**config.mk**
```make
export PLATFORM = sky130hd
export DESIGN_NAME = bfa_ctrl
export DESIGN_NICKNAME = d
export VERILOG_FILES = /design/src/rtl/bfa_pkg.sv /design/src/rtl/bfa_ctrl.sv
export SDC_FILE = /design/constraint.sdc
export NUM_CORES = 1
export LEC_CHECK = 0
export BUFFER_PORTS_ARGS = -buffer_cell sky130_fd_sc_hd__buf_4
export CAP_MARGIN = 15
export CORE_AREA = 2 2 39 41
export DETAILED_ROUTE_END_ITERATION = 10
export DIE_AREA = 0 0 41 43
export PLACE_DENSITY = 0.57
export SLEW_MARGIN = 0
export SYNTH_ARGS = -nofsm -noshare
export SYNTH_HDL_FRONTEND = slang
export SYNTH_SLANG_ARGS = --single-unit
```
**constraint.sdc**
```tcl
create_clock -name clk -period 3.7 [get_ports clk]
set_clock_uncertainty 0.1 [all_clocks]
set_input_delay 0.555 -clock clk [delete_from_list [all_inputs] [get_ports clk]]
set_output_delay 0.555 -clock clk [all_outputs]
set_load 0.005 [all_outputs]
```
**src/rtl/bfa_pkg.sv**
```systemverilog
// ----------------------------------------------------------------------------
// bfa_pkg
// Shared constants, codes and control types of the bitmap first-fit allocator.
// ----------------------------------------------------------------------------
package bfa_pkg;

  localparam int NUM_UNITS     = 4096;
  localparam int MAP_WORD_BITS = 64;
  localparam int MAP_WORDS     = NUM_UNITS / MAP_WORD_BITS;
  localparam int UNIT_W        = $clog2(NUM_UNITS);
  localparam int WORD_W        = $clog2(MAP_WORDS);
  localparam int BIT_W         = $clog2(MAP_WORD_BITS);
  localparam int REG_W         = 13;
  localparam int ACT_W         = 2;
  localparam int STAT_W        = 2;
  localparam int CFG_IDX_W     = 1;

  localparam logic [ACT_W-1:0] ACT_ALLOC   = 2'd0;
  localparam logic [ACT_W-1:0] ACT_RELEASE = 2'd1;
  localparam logic [ACT_W-1:0] ACT_MARK    = 2'd2;

  localparam logic [STAT_W-1:0] ST_DONE    = 2'd0;
  localparam logic [STAT_W-1:0] ST_FULL    = 2'd1;
  localparam logic [STAT_W-1:0] ST_IGNORED = 2'd2;

  localparam logic [CFG_IDX_W-1:0] CFG_RANGE_START = 1'd0;
  localparam logic [CFG_IDX_W-1:0] CFG_RANGE_END   = 1'd1;

  localparam logic [REG_W-1:0] RANGE_START_RST = 13'd0;
  localparam logic [REG_W-1:0] RANGE_END_RST   = 13'd4096;

  typedef enum logic [2:0] {
    S_IDLE,
    S_DECODE,
    S_SCAN,
    S_UPDATE,
    S_RESP
  } state_t;

  typedef struct packed {
    logic              load;
    logic              rd_first;
    logic              rd_idx;
    logic              rd_next;
    logic              wr_alloc;
    logic              wr_update;
    logic              res_we;
    logic [STAT_W-1:0] res_status;
    logic              out_load;
  } cmd_t;

  typedef struct packed {
    logic [ACT_W-1:0] action;
    logic             empty;
    logic             rel_ok;
    logic             mark_ok;
    logic             hit;
    logic             last;
    logic             out_free;
  } status_t;

endpackage

```
**src/rtl/bfa_ctrl.sv**
```systemverilog
// ----------------------------------------------------------------------------
// bfa_ctrl
// Request sequencer: decodes an item, steps the word scan, issues map
// writes and hands the result to the output register.
// ----------------------------------------------------------------------------
module bfa_ctrl (
  input  logic             clk,
  input  logic             rst_n,
  input  logic             in_valid,
  output logic             in_ready,
  input  bfa_pkg::status_t st,
  output bfa_pkg::cmd_t    cmd
);

  bfa_pkg::state_t state_r;
  bfa_pkg::state_t state_nxt;

  always_ff @(posedge clk) begin
    if (!rst_n) begin
      state_r <= bfa_pkg::S_IDLE;
    end else begin
      state_r <= state_nxt;
    end
  end

  always_comb begin
    state_nxt = state_r;
    cmd       = '0;
    in_ready  = 1'b0;
    unique case (state_r)
      bfa_pkg::S_IDLE: begin
        in_ready = 1'b1;
        if (in_valid) begin
          cmd.load  = 1'b1;
          state_nxt = bfa_pkg::S_DECODE;
        end
      end
      bfa_pkg::S_DECODE: begin
        unique case (st.action)
          bfa_pkg::ACT_ALLOC: begin
            if (st.empty) begin
              cmd.res_we     = 1'b1;
              cmd.res_status = bfa_pkg::ST_FULL;
              state_nxt      = bfa_pkg::S_RESP;
            end else begin
              cmd.rd_first = 1'b1;
              state_nxt    = bfa_pkg::S_SCAN;
            end
          end
          bfa_pkg::ACT_RELEASE: begin
            if (st.rel_ok) begin
              cmd.rd_idx = 1'b1;
              state_nxt  = bfa_pkg::S_UPDATE;
            end else begin
              cmd.res_we     = 1'b1;
              cmd.res_status = bfa_pkg::ST_IGNORED;
              state_nxt      = bfa_pkg::S_RESP;
            end
          end
          bfa_pkg::ACT_MARK: begin
            if (st.mark_ok) begin
              cmd.rd_idx = 1'b1;
              state_nxt  = bfa_pkg::S_UPDATE;
            end else begin
              cmd.res_we     = 1'b1;
              cmd.res_status = bfa_pkg::ST_IGNORED;
              state_nxt      = bfa_pkg::S_RESP;
            end
          end
          default: begin
            cmd.res_we     = 1'b1;
            cmd.res_status = bfa_pkg::ST_IGNORED;
            state_nxt      = bfa_pkg::S_RESP;
          end
        endcase
      end
      bfa_pkg::S_SCAN: begin
        if (st.hit) begin
          cmd.wr_alloc   = 1'b1;
          cmd.res_we     = 1'b1;
          cmd.res_status = bfa_pkg::ST_DONE;
          state_nxt      = bfa_pkg::S_RESP;
        end else if (st.last) begin
          cmd.res_we     = 1'b1;
          cmd.res_status = bfa_pkg::ST_FULL;
          state_nxt      = bfa_pkg::S_RESP;
        end else begin
          cmd.rd_next = 1'b1;
        end
      end
      bfa_pkg::S_UPDATE: begin
        cmd.wr_update  = 1'b1;
        cmd.res_we     = 1'b1;
        cmd.res_status = bfa_pkg::ST_DONE;
        state_nxt      = bfa_pkg::S_RESP;
      end
      bfa_pkg::S_RESP: begin
        if (st.out_free) begin
          cmd.out_load = 1'b1;
          state_nxt    = bfa_pkg::S_IDLE;
        end
      end
      default: begin
        state_nxt = bfa_pkg::S_IDLE;
      end
    endcase
  end

endmodule

```
======== Word-level counts from Yosys, hierarchy flattened ========
Cells that the tools add are included.
Widths: inputs -> output; s select.
operators by class
  equal/unequal tests ..................... 9
  reductions and logical operators ........ 3
  muxes and demuxes ....................... 32
operator list
  kind                number
  $mux 3              12
  $pmux 3 s3          3
  $pmux 3 s5          1
  $mux 1              13
  $eq 3x2->1 const B  2
  $mux 2              2
  $ne 2x2->1 const B  2
  $eq 3x1->1 const B  1
  $eq 3x3->1 const B  1
  $logic_not 3->1     1
  $ne 3x3->1 const B  1
  $reduce_and 3->1    1
  $eq 2x1->1 const B  1
  $eq 2x2->1 const B  1
  $logic_not 2->1     1
  $pmux 1 s2          1
word-level totals
  bits in registers ....................... 3
  logic and storage cells ................. 45

======== Depth between registers and ports, before layout ========
  word-level depth ........................ 3
  mapped depth ............................ 5
  mapped depth without buffers ............ 5

======== Least setup slack after synthesis ========
Ideal clock, no wire load.
  kind .................................... input port to output port
  start ................................... input st[6] in the netlist's numbering
  end ..................................... output cmd[3] in the netlist's numbering
  buffers on the path ..................... 0
  data arrival time ....................... 1,356 ps
  slack ................................... 1,689 ps
  cell stages on the path ................. 5
  cell sequence ........................... inv_1 -> ha_1 -> nor2b_1 -> o41ai_1 -> a21oi_1
RTL lines
  element      line            text
  from (decl)  bfa_ctrl.sv:11  input bfa_pkg::status_t st,
  to (decl)    bfa_ctrl.sv:12  output bfa_pkg::cmd_t cmd

==> impl_metrics.json <==
{
  "hpwl_um": 729.9,
  "cts_tree": "built",
  "p_leak_nw": 0.2749,
  "antenna_cells": 0,
  "fill_cells": 150,
  "die_w_um": 41,
  "layout_commonest_cell": "buf_4",
  "synth_fp_nets": 64,
  "p_total_w": 0.0001714,
  "grt_max_degree": 12,
  "ir_worst_vdd_v": 0.0001930,
  "cpMostUsedCell": "buf_4",
  "numClockSinks": 3,
  "tightest_slew_ps": 433.2,
  "path_clk_slew_ps": 40,
  "crit_cells": 7,
  "grt_pass1_vias": 356,
  "coreArea_um2": 1384,
  "synth-simple-area-share_pct": 39.88,
  "hold_class": "input pin to flip-flop",
  "gp_congestion": 0.6938,
  "crit_fanout": 3,
  "rrSetupSlack_ps": 2130,
  "use_met2_pct": 16.56,
  "die_h_um": 43,
  "synth_area_um2": 420.4,
  "synth_compound_area_share_pct": 24.40,
  "fin_ws_ps": 1397,
  "largestRegisters": "state_r: 3 flops",
  "crit_chain": "buf_4 -> inv_1 -> ha_1 -> nor2b_1 -> o41ai_1 -> a21oi_1 -> buf_4",
  "ctsHoldBuffers": 0,
  "synth_xor_area_share_pct": 0,
  "cts_buffers": 3,
  "reg2reg_from": "state_r[0]",
  "min_to": "state_r[1]",
  "rsz0062_at_grt": "no",
  "arrival_ps": 1650,
  "r2r_end": "state_r[0]",
  "final_cells": 86,
  "via_per_inst": 4.977,
  "maxCapViolCount": 0,
  "busiest_layer": "met1",
  "fin_crit_sh_pct": 62.24,
  "hold_viol": 0,
  "slowest_stage": "o41ai_1",
  "fmax_mhz": 434.3,
  "clkLatencyLatePin_ps": 230,
  "dp_cells": 82,
  "cp-start-kind": "input pin",
  "grt_usage_pct": 12.71,
  "clk_root_buffer_cell": "clkbuf_4",
  "cpLargestDelayFamily": "compound AO/OA/AOI/OAI gates",
  "ctsResizeCount": 0,
  "finalCriticalPeriod_ps": 2303,
  "syn-instance-count": 49,
  "worstSetupPathType": "input pin to output pin",
  "pre_cts_ws_ps": 1394,
  "ios": 22,
  "dr.pass1.iters": 4,
  "drcViolationCount": 0,
  "io_buffers": 21,
  "initial_utilization_pct": 30.38,
  "gr-usage-met1_pct": 17.83,
  "grt_overflow": 0,
  "reg2reg_depth": 3,
  "cp_data_required_time_ps": 3040,
  "cpPeakStageDelay_ps": 340,
  "cp-end-kind": "output pin",
  "final_cell_mix": "buf_4 (21), nor2_1 (4), ha_1 (4)",
  "largest_reg_flops": 3,
  "drive_gt1_share_pct": 38.57,
  "antenna_left": 0,
  "clk_path_buf_depth": 2,
  "areaGrowthSynthToFinish_pct": 41.67,
  "drtIter0Drc": 9,
  "grt_pass1_wl_um": 1497,
  "setup-tns-final_ps": 0,
  "yosysWarnings": 0,
  "finalWirelength_um": 971,
  "grtUsageMet3_pct": 1.571,
  "grt_antenna_before_repair": 0,
  "num_rows": 14,
  "nNetsFinal": 86,
  "synthAdderAreaFrac_pct": 11.90,
  "num_vias": 428,
  "postCtsSetupRepairBufs": 0,
  "crit_buf_inv": 3,
  "finalMaxSlewViolations": 0,
  "synth_mux_area_share_pct": 0,
  "ys_types": 28,
  "whs_path_depth": 2,
  "syn-mean-instance-area_um2": 8.580,
  "slew-limit-headroom_pct": 71.12,
  "largest_register": "state_r",
  "status": "completed",
  "die-area_um2": 1763,
  "wl_per_cell_um": 11.29,
  "power-per-cell-area_nw_per_um2": 287.9,
  "htreeDepth": 1,
  "hp-start": "rst_n",
  "synth.ff_latch_count": 3,
  "setup_violations": 0,
  "yosysSeqAreaShare_pct": 14.29,
  "synth_top_family_by_area": "simple AND/OR/NAND/NOR gates"
}
==> metrics by stage <==
step | hold slack (ps) | utilization [%] | cell area (µm²)
after floorplan | 572.7 | - | 420.4
after global placement | 578.7 | 41.14 | 569.3
after detailed placement | 580.9 | 41.14 | 569.3
after CTS | 446.5 | 43.04 | 595.6
after global routing | 452.9 | 43.04 | 595.6
final | 444.3 | 43.04 | 595.6
==> logic make-up after synthesis <==
family,count (synthesis)
compound gates,13
fa+ha+maj,4
buf+inv,7
flops,3
simple gates,22
==> per-layer routing <==
layer | part of all wire (%) | vias up
met4 | 3.2 | 0
met1 | 44 | 183
li1 | - | 226
met3 | 5.4 | 4
met2 | 47 | 15
met5 | 0 | -
==> synth_stat cells <==
| cell | number | area (µm²) |
|---|---|---|
| nor2_1 | 4 | 15.01 |
| a31oi_1 | 1 | 6.260 |
| inv_1 | 3 | 11.26 |
| nand2b_1 | 1 | 6.260 |
| a32o_1 | 1 | 10.01 |
| a22oi_1 | 1 | 7.510 |
| o21bai_1 | 1 | 7.510 |
| o41ai_1 | 3 | 26.28 |
| o21ba_1 | 1 | 10.01 |
| buf_6 | 1 | 11.26 |
| dfxtp_1 | 3 | 60.06 |
| and3b_1 | 1 | 8.760 |
| o21a_1 | 2 | 15.01 |
| nor2b_1 | 3 | 18.77 |
| a211oi_1 | 1 | 7.510 |
| nor3b_1 | 2 | 15.01 |
| buf_2 | 2 | 10.01 |
| and2_1 | 3 | 18.77 |
| clkbuf_4 | 1 | 7.510 |
| nor4bb_1 | 1 | 10.01 |
| or3b_1 | 1 | 8.760 |
| nor4_4 | 1 | 21.27 |
| nor3b_2 | 2 | 25.02 |
| o31ai_1 | 1 | 7.510 |
| or4b_1 | 1 | 10.01 |
| a21oi_1 | 1 | 5.000 |
| nor3_1 | 2 | 10.01 |
| ha_1 | 4 | 50.05 |
==> final cells by class <==
cell class                      instances  area (µm²)  share of cell area, %
Inverter                                3       11.26                  1.891
Tap cell                               16       20.02                  3.361
Multi-Input combinational cell         39       320.3                  53.78
Clock buffer                            4       26.28                  4.412
Sequential cell                         3       60.06                  10.08
Timing Repair Buffer                   21       157.7                  26.47
==> where the power goes <==
part	internal, W	switching, W	total (W)	leakage (nW)
clock network	0.0000405	0.0000183	0.0000588	0.0150
logic	0.0000370	0.0000271	0.0000641	0.235
registers	0.0000367	0.0000119	0.0000486	0.0246
total	0.000114	0.0000572	0.000171	0.275
==> worst max-delay path by stage <==
stage	from	to	slack, ps
after floorplan	st[6]	cmd[3]	1690
after global placement	st[6]	cmd[3]	1410
after detailed placement	st[6]	cmd[3]	1390
after CTS	st[6]	cmd[3]	1390
after global routing	state_r[0]	cmd[7]	1310
final	st[6]	cmd[3]	1400
No activity file was read; power rests on OpenSTA's default activity.
